==> config.mk <==
export PLATFORM = sky130hd
export DESIGN_NAME = isoch_trb_control_word
export DESIGN_NICKNAME = d
export VERILOG_FILES = /design/src/rtl/itcw_pkg.sv /design/src/rtl/itcw_datapath.sv /design/src/rtl/itcw_ctrl.sv /design/src/rtl/isoch_trb_control_word.sv
export SDC_FILE = /design/constraint.sdc
export NUM_CORES = 1
export LEC_CHECK = 0
export BUFFER_PORTS_ARGS = -buffer_cell sky130_fd_sc_hd__buf_2
export CORE_AREA = 2 2 127 129
export DETAILED_ROUTE_END_ITERATION = 8
export DIE_AREA = 0 0 129 131
export PLACE_DENSITY = 0.77
export SETUP_SLACK_MARGIN = 0.1
export SLEW_MARGIN = 25
export SYNTH_ARGS = -nofsm -noshare
export SYNTH_HDL_FRONTEND = slang
export SYNTH_SLANG_ARGS = --single-unit
==> constraint.sdc <==
create_clock -name clk -period 4.27 [get_ports clk]
set_clock_uncertainty 0.15 [all_clocks]
set_input_delay 1.0675 -clock clk [delete_from_list [all_inputs] [get_ports clk]]
set_output_delay 1.0675 -clock clk [all_outputs]
set_load 0.01 [all_outputs]
==> src/rtl/itcw_pkg.sv <==
// ----------------------------------------------------------------------------
// itcw_pkg
// Types and constants shared by the isochronous TRB control word builder.
// ----------------------------------------------------------------------------
package itcw_pkg;

    localparam int REQ_W    = 16;
    localparam int FRAME_W  = 16;
    localparam int FRID_W   = 11;
    localparam int MPS_W    = 11;
    localparam int BURST_W  = 5;
    localparam int PKT_W    = 16;
    localparam int TBC_W    = 2;
    localparam int TLBPC_W  = 4;
    localparam int WORD_W   = 32;
    localparam int CFG_IDX_W  = 2;
    localparam int CFG_DATA_W = 11;

    // divider: dividend width, two quotient bits a step
    localparam int DIVD_W    = 18;
    localparam int DIV_STEPS = DIVD_W / 2;
    localparam int CNT_W     = 4;

    localparam logic [5:0] TRB_TYPE_ISOCH = 6'd5;

    localparam logic [MPS_W-1:0]   MPS_RESET   = 11'd1024;
    localparam logic [BURST_W-1:0] BURST_RESET = 5'd1;
    localparam logic [BURST_W-1:0] BURST_MAX   = 5'd16;

    localparam logic [CFG_IDX_W-1:0] CFG_MAX_PACKET_SIZE   = 2'd0;
    localparam logic [CFG_IDX_W-1:0] CFG_MAX_BURST         = 2'd1;
    localparam logic [CFG_IDX_W-1:0] CFG_CONTINUOUS_STREAM = 2'd2;

    typedef enum logic [2:0] {
        ST_IDLE,
        ST_DIV_PKT,
        ST_BURST_LOAD,
        ST_DIV_BURST,
        ST_FINISH
    } itcw_state_t;

    typedef struct packed {
        logic load_pkt;
        logic load_burst;
        logic step;
        logic load_out;
    } itcw_cmd_t;

    typedef struct packed {
        logic last_step;
    } itcw_status_t;

endpackage

==> src/rtl/itcw_datapath.sv <==
// ----------------------------------------------------------------------------
// itcw_datapath
// Shared radix-4 restoring divider, packet and burst results, dword packing.
// ----------------------------------------------------------------------------
module itcw_datapath (
    input  logic                                clk,
    input  logic                                rst_n,
    input  itcw_pkg::itcw_cmd_t                 cmd,
    output itcw_pkg::itcw_status_t              status,
    input  logic [itcw_pkg::REQ_W-1:0]          req_count,
    input  logic [itcw_pkg::FRAME_W-1:0]        frame_number,
    input  logic                                use_frame,
    input  logic [itcw_pkg::MPS_W-1:0]          mps_eff,
    input  logic [itcw_pkg::BURST_W-1:0]        burst_eff,
    output logic [itcw_pkg::WORD_W-1:0]         control_word,
    output logic [itcw_pkg::PKT_W-1:0]          packet_count,
    output logic [itcw_pkg::TBC_W-1:0]          burst_count,
    output logic [itcw_pkg::TLBPC_W-1:0]        last_burst_packets
);
    import itcw_pkg::*;

    logic [DIVD_W-1:0]  dividend_reg, dividend_next;
    logic [MPS_W-1:0]   rem_reg, rem_next;
    logic [DIVD_W-1:0]  quot_reg, quot_next;
    logic [MPS_W-1:0]   divisor_reg, divisor_next;
    logic [CNT_W-1:0]   count_reg, count_next;
    logic [PKT_W-1:0]   pkts_reg;
    logic               use_frame_reg;
    logic [FRID_W-1:0]  frame_id_reg;

    logic [MPS_W:0]     t1, t2;
    logic               ge1, ge2;
    logic [MPS_W-1:0]   r1, r2;
    logic [REQ_W:0]     pkt_dividend;
    logic [PKT_W-1:0]   pkts_eff;

    logic [WORD_W-1:0]  word_reg;
    logic [PKT_W-1:0]   pkt_out_reg;
    logic [TBC_W-1:0]   tbc_out_reg;
    logic [TLBPC_W-1:0] tlbpc_out_reg;

    always_comb
    begin
        t1  = {rem_reg, dividend_reg[DIVD_W-1]};
        ge1 = (t1 >= {1'b0, divisor_reg});
        r1  = ge1 ? MPS_W'(t1 - {1'b0, divisor_reg}) : t1[MPS_W-1:0];
        t2  = {r1, dividend_reg[DIVD_W-2]};
        ge2 = (t2 >= {1'b0, divisor_reg});
        r2  = ge2 ? MPS_W'(t2 - {1'b0, divisor_reg}) : t2[MPS_W-1:0];

        pkt_dividend = {1'b0, req_count} + {{(REQ_W+1-MPS_W){1'b0}}, mps_eff}
                       - {{REQ_W{1'b0}}, 1'b1};
        pkts_eff = (quot_reg[PKT_W-1:0] == '0) ? PKT_W'(1) : quot_reg[PKT_W-1:0];

        dividend_next = dividend_reg;
        rem_next      = rem_reg;
        quot_next     = quot_reg;
        divisor_next  = divisor_reg;
        count_next    = count_reg;

        if (cmd.load_pkt)
        begin
            dividend_next = {{(DIVD_W-REQ_W-1){1'b0}}, pkt_dividend};
            rem_next      = '0;
            quot_next     = '0;
            divisor_next  = mps_eff;
            count_next    = CNT_W'(DIV_STEPS - 1);
        end
        else if (cmd.load_burst)
        begin
            dividend_next = {{(DIVD_W-PKT_W){1'b0}}, PKT_W'(pkts_eff - PKT_W'(1))};
            rem_next      = '0;
            quot_next     = '0;
            divisor_next  = {{(MPS_W-BURST_W){1'b0}}, burst_eff};
            count_next    = CNT_W'(DIV_STEPS - 1);
        end
        else if (cmd.step)
        begin
            dividend_next = {dividend_reg[DIVD_W-3:0], 2'b00};
            rem_next      = r2;
            quot_next     = {quot_reg[DIVD_W-3:0], ge1, ge2};
            if (count_reg != '0)
            begin
                count_next = count_reg - CNT_W'(1);
            end
        end
    end

    always_ff @(posedge clk or negedge rst_n)
    begin
        if (!rst_n)
        begin
            count_reg <= '0;
        end
        else
        begin
            count_reg <= count_next;
        end
    end

    always_ff @(posedge clk)
    begin
        dividend_reg <= dividend_next;
        rem_reg      <= rem_next;
        quot_reg     <= quot_next;
        divisor_reg  <= divisor_next;
        if (cmd.load_pkt)
        begin
            use_frame_reg <= use_frame;
            frame_id_reg  <= frame_number[FRID_W-1:0];
        end
        if (cmd.load_burst)
        begin
            pkts_reg <= pkts_eff;
        end
        if (cmd.load_out)
        begin
            pkt_out_reg   <= pkts_reg;
            tbc_out_reg   <= quot_reg[TBC_W-1:0];
            tlbpc_out_reg <= rem_reg[TLBPC_W-1:0];
            word_reg      <= {!use_frame_reg,
                              use_frame_reg ? frame_id_reg : {FRID_W{1'b0}},
                              rem_reg[TLBPC_W-1:0],
                              TRB_TYPE_ISOCH,
                              1'b0,
                              quot_reg[TBC_W-1:0],
                              7'd0};
        end
    end

    assign status.last_step   = (count_reg == '0);
    assign control_word       = word_reg;
    assign packet_count       = pkt_out_reg;
    assign burst_count        = tbc_out_reg;
    assign last_burst_packets = tlbpc_out_reg;

    a_div_nonzero: assert property (@(posedge clk) disable iff (!rst_n)
        (cmd.load_pkt || cmd.load_burst) |=> (divisor_reg != '0))
        else $error("divisor loaded as zero");

    a_burst_divisor: assert property (@(posedge clk) disable iff (!rst_n)
        cmd.load_burst |=> (divisor_reg <= MPS_W'(BURST_MAX)))
        else $error("burst divisor above sixteen");

endmodule

==> src/rtl/itcw_ctrl.sv <==
// ----------------------------------------------------------------------------
// itcw_ctrl
// Sequencer for the two divisions and the output register handshake.
// ----------------------------------------------------------------------------
module itcw_ctrl (
    input  logic                   clk,
    input  logic                   rst_n,
    input  logic                   in_valid,
    output logic                   in_ready,
    output logic                   out_valid,
    input  logic                   out_ready,
    output itcw_pkg::itcw_cmd_t    cmd,
    input  itcw_pkg::itcw_status_t status
);
    import itcw_pkg::*;

    itcw_state_t state_reg, state_next;
    logic        out_valid_reg, out_valid_next;

    always_ff @(posedge clk or negedge rst_n)
    begin
        if (!rst_n)
        begin
            state_reg     <= ST_IDLE;
            out_valid_reg <= 1'b0;
        end
        else
        begin
            state_reg     <= state_next;
            out_valid_reg <= out_valid_next;
        end
    end

    always_comb
    begin
        state_next     = state_reg;
        cmd            = '0;
        in_ready       = 1'b0;
        out_valid_next = out_valid_reg && !out_ready;
        case (state_reg)
            ST_IDLE:
            begin
                in_ready = 1'b1;
                if (in_valid)
                begin
                    cmd.load_pkt = 1'b1;
                    state_next   = ST_DIV_PKT;
                end
            end
            ST_DIV_PKT:
            begin
                cmd.step = 1'b1;
                if (status.last_step)
                begin
                    state_next = ST_BURST_LOAD;
                end
            end
            ST_BURST_LOAD:
            begin
                cmd.load_burst = 1'b1;
                state_next     = ST_DIV_BURST;
            end
            ST_DIV_BURST:
            begin
                cmd.step = 1'b1;
                if (status.last_step)
                begin
                    state_next = ST_FINISH;
                end
            end
            ST_FINISH:
            begin
                if (!out_valid_reg || out_ready)
                begin
                    cmd.load_out   = 1'b1;
                    out_valid_next = 1'b1;
                    state_next     = ST_IDLE;
                end
            end
            default:
            begin
                state_next = ST_IDLE;
            end
        endcase
    end

    assign out_valid = out_valid_reg;

    a_load_out_free: assert property (@(posedge clk) disable iff (!rst_n)
        cmd.load_out |-> (!out_valid_reg || out_ready))
        else $error("result overwritten before transfer");

    a_load_out_valid: assert property (@(posedge clk) disable iff (!rst_n)
        cmd.load_out |=> out_valid_reg)
        else $error("result loaded without valid");

    a_one_cmd: assert property (@(posedge clk) disable iff (!rst_n)
        $onehot0({cmd.load_pkt, cmd.load_burst, cmd.step, cmd.load_out}))
        else $error("conflicting datapath commands");

endmodule

==> src/rtl/isoch_trb_control_word.sv <==
// ----------------------------------------------------------------------------
// isoch_trb_control_word
// Builds the fourth control dword of an isochronous transfer TRB.
// ----------------------------------------------------------------------------
// One transfer is processed at a time. The packet count and then the burst
// split run through one shared divider that resolves two quotient bits a
// cycle. Each division starts with a load of the divider, and the result is
// then loaded into the output register. A new input transfer is taken only
// once the previous one has left the divider for the output register.
// The result sits in an output register, so the next input transfer is taken
// while the previous result still waits. That next result then holds in its
// last state until the output register is free. Configuration writes are
// taken in every cycle and must only be made while no transfer is in flight.
// ----------------------------------------------------------------------------
module isoch_trb_control_word (
    input  logic                               clk,
    input  logic                               rst_n,
    input  logic                               s_tvalid,
    output logic                               s_tready,
    input  logic [31:0]                        s_tdata,  // req_count, frame_number
    input  logic                               s_tuser,  // first_of_td
    output logic                               m_tvalid,
    input  logic                               m_tready,
    // control_word, packet_count, burst_count, last_burst_packets, zero pad
    output logic [55:0]                        m_tdata,
    input  logic                               cfg_valid,
    output logic                               cfg_ready,
    input  logic [itcw_pkg::CFG_IDX_W-1:0]     cfg_index,
    input  logic [itcw_pkg::CFG_DATA_W-1:0]    cfg_data
);
    import itcw_pkg::*;

    logic [MPS_W-1:0]   mps_reg;
    logic [BURST_W-1:0] burst_reg;
    logic               continuous_reg;
    logic               started_reg;

    logic [MPS_W-1:0]   mps_eff;
    logic [BURST_W-1:0] burst_eff;
    logic               use_frame;
    logic               in_xfer;

    itcw_cmd_t          cmd;
    itcw_status_t       status;

    logic [WORD_W-1:0]  control_word;
    logic [PKT_W-1:0]   packet_count;
    logic [TBC_W-1:0]   burst_count;
    logic [TLBPC_W-1:0] last_burst_packets;

    assign cfg_ready = 1'b1;
    assign in_xfer   = s_tvalid && s_tready;

    always_ff @(posedge clk or negedge rst_n)
    begin
        if (!rst_n)
        begin
            mps_reg        <= MPS_RESET;
            burst_reg      <= BURST_RESET;
            continuous_reg <= 1'b0;
            started_reg    <= 1'b0;
        end
        else
        begin
            if (cfg_valid)
            begin
                case (cfg_index)
                    CFG_MAX_PACKET_SIZE:   mps_reg        <= cfg_data[MPS_W-1:0];
                    CFG_MAX_BURST:         burst_reg      <= cfg_data[BURST_W-1:0];
                    CFG_CONTINUOUS_STREAM: continuous_reg <= cfg_data[0];
                    default:               ;
                endcase
            end
            if (in_xfer)
            begin
                started_reg <= 1'b1;
            end
        end
    end

    always_comb
    begin
        mps_eff = (mps_reg == '0) ? MPS_W'(1) : mps_reg;
        if (burst_reg == '0)
        begin
            burst_eff = BURST_W'(1);
        end
        else if (burst_reg > BURST_MAX)
        begin
            burst_eff = BURST_MAX;
        end
        else
        begin
            burst_eff = burst_reg;
        end
        use_frame = continuous_reg ? !started_reg : s_tuser;
    end

    itcw_ctrl u_ctrl (
        .clk       (clk),
        .rst_n     (rst_n),
        .in_valid  (s_tvalid),
        .in_ready  (s_tready),
        .out_valid (m_tvalid),
        .out_ready (m_tready),
        .cmd       (cmd),
        .status    (status)
    );

    itcw_datapath u_datapath (
        .clk                (clk),
        .rst_n              (rst_n),
        .cmd                (cmd),
        .status             (status),
        .req_count          (s_tdata[REQ_W-1:0]),
        .frame_number       (s_tdata[REQ_W+FRAME_W-1:REQ_W]),
        .use_frame          (use_frame),
        .mps_eff            (mps_eff),
        .burst_eff          (burst_eff),
        .control_word       (control_word),
        .packet_count       (packet_count),
        .burst_count        (burst_count),
        .last_burst_packets (last_burst_packets)
    );

    assign m_tdata = {2'b00, last_burst_packets, burst_count, packet_count, control_word};

    a_started_set: assert property (@(posedge clk) disable iff (!rst_n)
        in_xfer |=> started_reg)
        else $error("stream start flag not set after transfer");

endmodule

Word level (Yosys, flattened, before mapping)
Cells that the tools add are included.

storage, ports and cells
  register bits after elaboration = 150
  bits of input ports = 51
  word-level logic and storage cells = 93
  output and inout port bits = 59

operators by class
  equal/unequal tests = 10
  reductions and logical operators = 24
  $add $sub $neg = 6
  $lt $le $gt $ge = 3
  multiplexer cells = 30

operators by type and width
  cell                                                  number
  2-to-1 mux 11 bit                                     5
  2-to-1 mux 17 bit                                     3
  >= comparator 12 x 11 -> 1 bit                        2
  subtractor 11 bit                                     2
  adder 16 x 11 -> 17 bit                               1
  subtractor 17 x 1 -> 17 bit (second input constant)   1
  zero test 16 bit                                      1
  2-to-1 mux 16 bit                                     1
  2-to-1 mux 4 bit                                      4
  subtractor 16 x 1 -> 16 bit (second input constant)   1
  one-hot mux 3 bit (5 select lines)                    1
  2-to-1 mux 3 bit                                      4
  zero test 11 bit                                      1
  2-to-1 mux 1 bit                                      10
  2-to-1 mux 5 bit                                      2
  AND reduction 2 bit                                   4
  equality test 3 x 2 -> 1 bit (second input constant)  2
  != test 2 bit (second input constant)                 3
  nonzero test 3 bit                                    2
  > comparator 5 bit (second input constant)            1
  zero test 5 bit                                       1
  zero test 1 bit                                       4
  zero test 4 bit                                       1
  AND reduction 4 bit                                   1
  other kinds (13)                                      15

Longest topological paths before layout
Gate-level depths: netlist of run 1.

  depth after elaboration = 6
  gate-level depth with buffers = 19
  depth with buffers taken out = 19

Cells and area by module
Synthesis of run 1 repeated with hierarchy kept, for this count alone.

unflattened totals
  cells, all modules = 813
  area, all modules = 8368.0 um^2

by module, submodules not included
  module                  seq. area each (um^2)  area each (um^2)  cells an instance  times used
  itcw_datapath           3363.2                 7309.5            724                1
  isoch_trb_control_word  452.9                  840.8             68                 1
  itcw_ctrl               100.1                  217.7             21                 1

Worst setup path before layout of run 1
No wires, ideal clock.

  path kind = flip-flop to flip-flop
  start point = reg u_datapath.divisor_reg[0]
  end point = reg u_datapath.rem_reg[9]
  required time = 3983 ps
  stages on the path, launching flop included = 19
  slack = 289 ps
  arrival = 3694 ps
  cells stage by stage = edfxtp_1 ha_1 fa_1 nand2b_1 a21oi_1 o21a_1 o21ai_4 buf_2 nand2_1 o21ai_1 ha_1 or3_1 o21ai_1 a31oi_1 o2111ai_1 nand4_2 buf_6 o31ai_1 a31oi_1

on the way
  longest elaborated chain between the ends = 4
  elaborated cells between the ends (all ways) = 6
  those cells by class = add/sub: 2; order compare: 2; mux: 2

RTL lines
  item                                                                        line                                      text
  start: declaration                                                          itcw_datapath.sv:25                       logic [MPS_W-1:0] divisor_reg, divisor_next;
  start signal: assignment                                                    itcw_datapath.sv:106                      divisor_reg <= divisor_next;
  subtractor 11 bit / >= comparator 12 x 11 -> 1 bit (equally long branches)  itcw_datapath.sv:46, itcw_datapath.sv:45
  2-to-1 mux 11 bit                                                           itcw_datapath.sv:46                       r1 = ge1 ? MPS_W'(t1 - {1'b0, divisor_reg}) : t1[MPS_W-1:0];
  subtractor 11 bit / >= comparator 12 x 11 -> 1 bit (equally long branches)  itcw_datapath.sv:49, itcw_datapath.sv:48
  2-to-1 mux 11 bit (*)                                                       itcw_datapath.sv:49                       r2 = ge2 ? MPS_W'(t2 - {1'b0, divisor_reg}) : t2[MPS_W-1:0];
  end signal: assignment                                                      itcw_datapath.sv:104                      rem_reg <= rem_next;
  end: declaration                                                            itcw_datapath.sv:23                       logic [MPS_W-1:0] rem_reg, rem_next;

Every way passes the cells marked *; elsewhere a longest branch is shown, timed or not.
A chain may end at the register's enable or synchronous reset.

Final worst setup path of run 1
Same ends and word-level chain as after synthesis.

==> results of run 1 <==
worst paths after layout:
check | startpoint | to | slack, ns | cells after the start
max in group asynchronous | rst_n | mps_reg[10]$_DFFE_PN1P_ | 3.11 | 1
setup / recovery | u_datapath.divisor_reg[0]$_DFFE_PN_ | u_datapath.rem_reg[9]$_SDFFE_PN0P_ | 0.21 | 19
hold / removal | u_datapath.pkts_reg[6]$_DFFE_PP_ | u_datapath.packet_count[6]$_DFFE_PP_ | 0.27 | 0
setup reg to reg | u_datapath.divisor_reg[0]$_DFFE_PN_ | u_datapath.rem_reg[9]$_SDFFE_PN0P_ | 0.21 | 19
hold reg to reg | u_datapath.pkts_reg[6]$_DFFE_PP_ | u_datapath.packet_count[6]$_DFFE_PP_ | 0.27 | 0
min in group asynchronous | rst_n | u_datapath.count_reg[2]$_DFFE_PN0P_ | 0.48 | 1
routing by layer:
layer / share of wire (%) / vias up
met5: 0 / -
met4: 1.8 / 0
met3: 5.1 / 26
met2: 47 / 162
met1: 46 / 2655
li1: - / 2852
where the power goes:
group          switching (uW)  total [uW]  internal [uW]
sequential                292        2310           2010
clock                     595        1640           1040
combinational            2710        5240           2530
final cells by class:
class                   instances  area, sq um  area share, %
repair buffers                121        709.4          7.541
inverters                      78        295.3          3.139
well taps                     216        270.3          2.873
clock inverters                15        230.2          2.447
clock buffers                  17        425.4          4.522
multi-input cells             507         3560          37.84
flip-flops and latches        144         3918          41.64
worst max-delay path: cells and delay by family, from the launching register on:
family	cells	cell delay (ns)
AOI/OAI and AO/OA	9	1.23
buffers and inverters	3	0.47
and+or+nand+nor	4	0.76
adders and majority gates	3	0.87
DFF	1	0.44
through the flow:
stage          total power [uW]  hold WS (ns)  setup slack, ns  util, %
2_1_floorplan              5716        0.2503           0.2890        -
3_3_place_gp               6837        0.2529          0.04238    54.81
3_5_place_dp               6930        0.2545         -0.03016    54.81
4_1_cts                    8815        0.2683           0.1107    59.43
5_1_grt                    9886        0.2716          0.06607    60.32
6_report                   9189        0.2663           0.2141    60.32
layout by cell type (no fill, tap or decap), types with 23 or more instances in the layout:
master / n
nor2_1: 41
inv_1: 74
ha_1: 48
dfxtp_1: 27
dfrtp_1: 24
buf_2: 87
buf_4: 29
o21ai_0: 49
a21oi_1: 23
edfxtp_1: 90
nand2_1: 73
xnor2_1: 26
repair_timing:
action,CTS,global route
setup endpoints to repair,12,12
setup buffers,6,3
pin swaps,5,11
gates resized for setup,4,29
cell families (layout without fill, tap and decap cells):
group,count (synthesis),in the layout,synth area share (%)
simple gates,214,214,13.51
flops,144,144,49.35
other cells,2,17,0.09464
mux,22,22,2.949
buf+inv,140,231,8.105
fa+ha+maj,54,54,8.798
compound gates,159,159,12.66
xor+xnor,41,41,4.525
==> flow_metrics.py, run 1 <==
metrics = {
    "global_route": {
        "met1_usage_pct": 27.17,
        "grt_max_degree": 38,
        "grt_pass1_wl_mm": 26.51,
        "met2_usage_pct": 32.34,
        "top_usage_layer": "met2",
        "grt-ovfl-total": 0,
        "first_global_vias": 5446,
        "met3_usage_pct": 4.438,
        "grt_usage_pct": 20.21,
        "antenna_found_initial": 0,
    },
    "place": {
        "dpl_cell_area_sq_um": 8548,
        "dp_cells": 1057,
        "numPortBuffers": 87,
        "hpwlAfterDp_mm": 11.38,
        "globalplace.congestion": 0.8591,
    },
    "cells_and_area": {
        "antennaDiodeCount": 0,
        "nets": 974,
        "final_cell_count_no_fill": 1098,
        "largest_reg_flops": 18,
        "drive_gt1_share_pct": 23.36,
        "syn_to_final_growth_pct": 18.56,
        "fin_area_sq_um": 9408,
        "n_fill_cell": 1293,
    },
    "sta": {
        "maxSlewViolCount": 0,
        "fin_crit_sh_pct": 94.99,
        "tns_ns": 0,
        "max_freq_ghz": 0.2466,
        "setup_violations": 0,
        "hold_viol": 0,
        "period_minus_slack_ns": 4.056,
        "worst_pin_slew_ns": 0.8958,
        "rsz0062_at_grt": "no",
        "relSlewSlack_pct": 40.21,
    },
    "clocking": {
        "cts_sinks": 144,
        "cts_hold_buf": 0,
        "cts_tree": "done",
        "htree_levels": 4,
        "clkLatencyLatePin_ns": 0.43,
        "cts-root-buf": "clkbuf_16",
        "cts_made_buffers": 17,
        "path_clk_slew_ns": 0.06,
        "cts_max_path_buffers": 2,
    },
    "worst_setup_path": {
        "cpPeakStageDelay_ns": 0.44,
        "crit_arrival_ns": 4.20,
        "slowest_stage": "edfxtp_1",
        "critPathMaxFanout": 8,
        "critPathLaunchType": "flip-flop",
        "cp-end-kind": "flip-flop",
        "crit_required_ns": 4.41,
        "path_class": "reg -> reg",
        "crit_path_cell_trace": "ha_4 > fa_2 > nand2b_4 > a21oi_4 > o21a_1 > o21ai_4 > buf_6 > nand2_2 > o21ai_2 > ha_1 > or3_1 > o21ai_2 > a31oi_2 > o2111ai_2 > nand4_2 > buf_4 > buf_4 > o31ai_2 > a31oi_1",
    },
    "die": {
        "fp-row-count": 46,
        "die_x_um": 129,
        "core_area_sq_um": 15600,
        "dieArea_sq_um": 16900,
        "io_pins": 110,
        "die_y_um": 131,
        "start_util_pct": 50.87,
    },
    "job": {
        "timing.max_cap.violations": 0,
    },
    "synth": {
        "synth_ff_type": "edfxtp_1",
        "ys_ff_latch": 144,
        "synth_cell_types": 71,
        "synth_edf_count": 90,
        "syn_area_per_cell_sq_um": 10.23,
        "netlist_instances": 776,
        "synth_area_sq_um": 7935,
        "async_reset_ff_share_pct": 18.06,
        "synth_warnings": 0,
        "netlist_top_cells_area": "edfxtp_1 34%, ha_1 8.0%, dfrtp_1 7.6%",
        "ys_top_cells_by_count": "90 x edfxtp_1, 75 x inv_1, 74 x nand2_1, 51 x ha_1, 51 x o21ai_0",
        "synth_top_area_share_pct": 34.06,
        "synth.most_common_cell": "edfxtp_1",
        "yosys.area.top_type": "edfxtp_1",
        "ys_seq_area_share_pct": 49.35,
    },
    "detailed_routing": {
        "num_vias": 5695,
        "via_per_inst": 5.187,
        "routed_wl_mm": 16.15,
        "drc": 0,
        "dr.pass1.iters": 6,
        "ant_nets": 0,
        "wl_per_cell_um": 14.71,
        "first_iter_violations": 379,
    },
    "power_and_ir_drop": {
        "vdd_ir_drop_max_mv": 0.6516,
        "p_leak_uw": 0.004075,
        "cellPowerDensity_nw_per_um2": 976.8,
    },
    "run_status": {
        "status": "complete, no violations",
    },
    "min_path": {
        "hold_path_class": "reg -> reg",
    },
}
Power figures use the tool's default switching activity.
==> run 2: changes to the inputs <==
--- a/config.mk
+++ b/config.mk
@@ -5,7 +5,7 @@
 export SDC_FILE = /design/constraint.sdc
 export NUM_CORES = 1
 export LEC_CHECK = 0
-export BUFFER_PORTS_ARGS = -buffer_cell sky130_fd_sc_hd__buf_2
+export BUFFER_PORTS_ARGS = -buffer_cell sky130_fd_sc_hd__clkbuf_2
 export CORE_AREA = 2 2 127 129
 export DETAILED_ROUTE_END_ITERATION = 8
 export DIE_AREA = 0 0 129 131
==> run 2 against run 1 <==
Cell area up 1.5%. Critical endpoint is now u_datapath.rem_reg[0]$_SDFFE_PN0P_. First-iteration DRC count up 21%. Non-clock buffer count down 4. Flip-flop and latch count unchanged. Clock-buffer cell count up 2. Via count up 0.76%. Routed wire length up 3.1%.
==> flow_metrics.py, run 2 (synthesis results as in run 1) <==
metrics = {
    "run_status": {
        "status": "complete, no violations",
    },
    "global_route": {
        "grt_usage_pct": 19.69,
        "first_global_vias": 5325,
        "grt_max_degree": 36,
        "grt-ovfl-total": 0,
        "grt_pass1_wl_mm": 25.87,
        "antenna_found_initial": 0,
    },
    "clocking": {
        "cts-root-buf": "clkbuf_16",
        "cts_max_path_buffers": 2,
        "cts_tree": "done",
        "cts_hold_buf": 0,
        "cts_made_buffers": 17,
        "clkLatencyLatePin_ns": 0.42,
        "path_clk_slew_ns": 0.06,
        "cts_sinks": 144,
        "htree_levels": 4,
    },
    "worst_setup_path": {
        "endpoint": "u_datapath.rem_reg[0]$_SDFFE_PN0P_",
        "crit_required_ns": 4.43,
        "worstRegToRegCells": 17,
        "reg2reg_slack_ns": 0.17,
        "critPathLaunchType": "flip-flop",
        "worstReg2RegStart": "u_datapath.divisor_reg[0]$_DFFE_PN_",
        "path_class": "reg -> reg",
        "cp-end-kind": "flip-flop",
        "reg2reg_to": "u_datapath.rem_reg[0]$_SDFFE_PN0P_",
        "crit_arrival_ns": 4.26,
        "critPathMaxFanout": 8,
        "crit_start": "u_datapath.divisor_reg[0]$_DFFE_PN_",
    },
    "min_path": {
        "worstHoldStart": "u_datapath.pkts_reg[4]$_DFFE_PP_",
        "hold_path_class": "reg -> reg",
        "hold_depth": 0,
    },
    "sta": {
        "fin_crit_sh_pct": 96.02,
        "period_minus_slack_ns": 4.100,
        "rsz0062_at_grt": "no",
        "relSlewSlack_pct": 30.90,
        "hold_viol": 0,
        "timing.hold.ws_ns": 0.2662,
        "maxSlewViolCount": 0,
        "worst_pin_slew_ns": 1.037,
        "max_freq_ghz": 0.2439,
        "setup_violations": 0,
    },
    "detailed_routing": {
        "ant_nets": 0,
        "wl_per_cell_um": 15.22,
        "dr.pass1.iters": 6,
        "routed.top_layer": "met4",
        "first_iter_violations": 459,
        "wl_met3_um": 882,
        "drc": 0,
        "via_per_inst": 5.245,
        "routed_wl_mm": 16.65,
        "num_vias": 5738,
        "wl_met2_mm": 7.932,
        "wl_met1_mm": 7.551,
    },
    "cells_and_area": {
        "nets": 970,
        "mostFrequentLayoutCell": "edfxtp_1",
        "drive_gt1_share_pct": 23.92,
        "syn_to_final_growth_pct": 20.36,
        "fin_area_sq_um": 9550,
        "antennaDiodeCount": 0,
        "largest_reg_flops": 18,
        "fin_util_pct": 61.23,
        "layout_common_cells": "90 x edfxtp_1, 87 x clkbuf_2, 73 x nand2_1, 73 x inv_1, 49 x o21ai_0",
    },
    "place": {
        "dpl_cell_area_sq_um": 8508,
        "numPortBuffers": 87,
        "hpwlAfterDp_mm": 11.39,
        "globalplace.congestion": 0.8735,
    },
    "die": {
        "die_y_um": 131,
        "start_util_pct": 50.87,
        "fp-row-count": 46,
        "dieArea_sq_um": 16900,
        "core_area_sq_um": 15600,
        "io_pins": 110,
        "die_x_um": 129,
    },
    "job": {
        "timing.max_cap.violations": 0,
    },
}
run 2: cell count changes in the layout (fill, tap and decap cells not counted), moves of 3 or more:
cell      before  now
buf_2         87    0
clkbuf_2       0   87
ha_1          48   45
inv_6          4    1
buf_4         29   23
a21oi_1       23   20
ha_4           2    5
run 2: metrics by stage:
stage | std cells | setup slack, ns | TNS (ns)
final | 1094 | 0.1701 | 0
after global routing | 1094 | 0.03056 | 0
after CTS | 1086 | 0.1049 | 0
after detailed placement | 1050 | -0.0004219 | -0.0004219
after global placement | 1050 | 0.1247 | 0
after floorplan | 791 | 0.2890 | 0
run 2: critical path, cell delays in order, from the launching register on:
cell and delay [ns]:
edfxtp_1 0.45, ha_4 0.20, fa_2 0.38, nand2b_4 0.16, a21oi_4 0.18, o21a_1 0.23
o21ai_4 0.16, buf_6 0.19, o21ai_4 0.20, ha_4 0.23, nor2b_2 0.16, o21bai_2 0.17
a31oi_2 0.13, o2111ai_2 0.25, nand4_4 0.20, buf_6 0.18, mux2i_1 0.12, a22o_1 0.25
run 2: metal layers:
| metal | GRT usage, % | up-vias |
|---|---|---|
| li1 | - | 2852 |
| met1 | 26.00 | 2691 |
| met2 | 32.43 | 172 |
| met3 | 4.316 | 23 |
| met4 | 6.650 | 0 |
| met5 | 0 | - |
run 2: area by class of cell:
| cell class | instances | area [sq um] |
|---|---|---|
| clock buffers | 19 | 432.9 |
| fillers | 1232 | 6047 |
| clock inverters | 13 | 259.0 |
| flip-flops and latches | 144 | 3918 |
| well taps | 216 | 270.3 |
| inverters | 78 | 295.3 |
| repair buffers | 117 | 709.4 |
| multi-input cells | 507 | 3666 |
run 2: worst min path at each step:
| stage | to | slack (ns) |
|---|---|---|
| after floorplan | u_datapath.packet_count[0]$_DFFE_PP_ | 0.25 |
| after global placement | u_datapath.packet_count[5]$_DFFE_PP_ | 0.25 |
| after detailed placement | u_datapath.packet_count[11]$_DFFE_PP_ | 0.25 |
| after CTS | u_datapath.packet_count[4]$_DFFE_PP_ | 0.27 |
| after global routing | u_datapath.packet_count[4]$_DFFE_PP_ | 0.27 |
| final | u_datapath.packet_count[4]$_DFFE_PP_ | 0.27 |
run 2: repair_timing:
action,4_1_cts,5_1_grt
gates cloned,0,1
pin swaps,5,21
gates resized for setup,3,47
setup buffers,4,7
endpoints found under the setup margin,10,12
Power of run 2 is not shown: default switching activity piles up to over one toggle a cycle in this logic, so the estimate is an artifact.
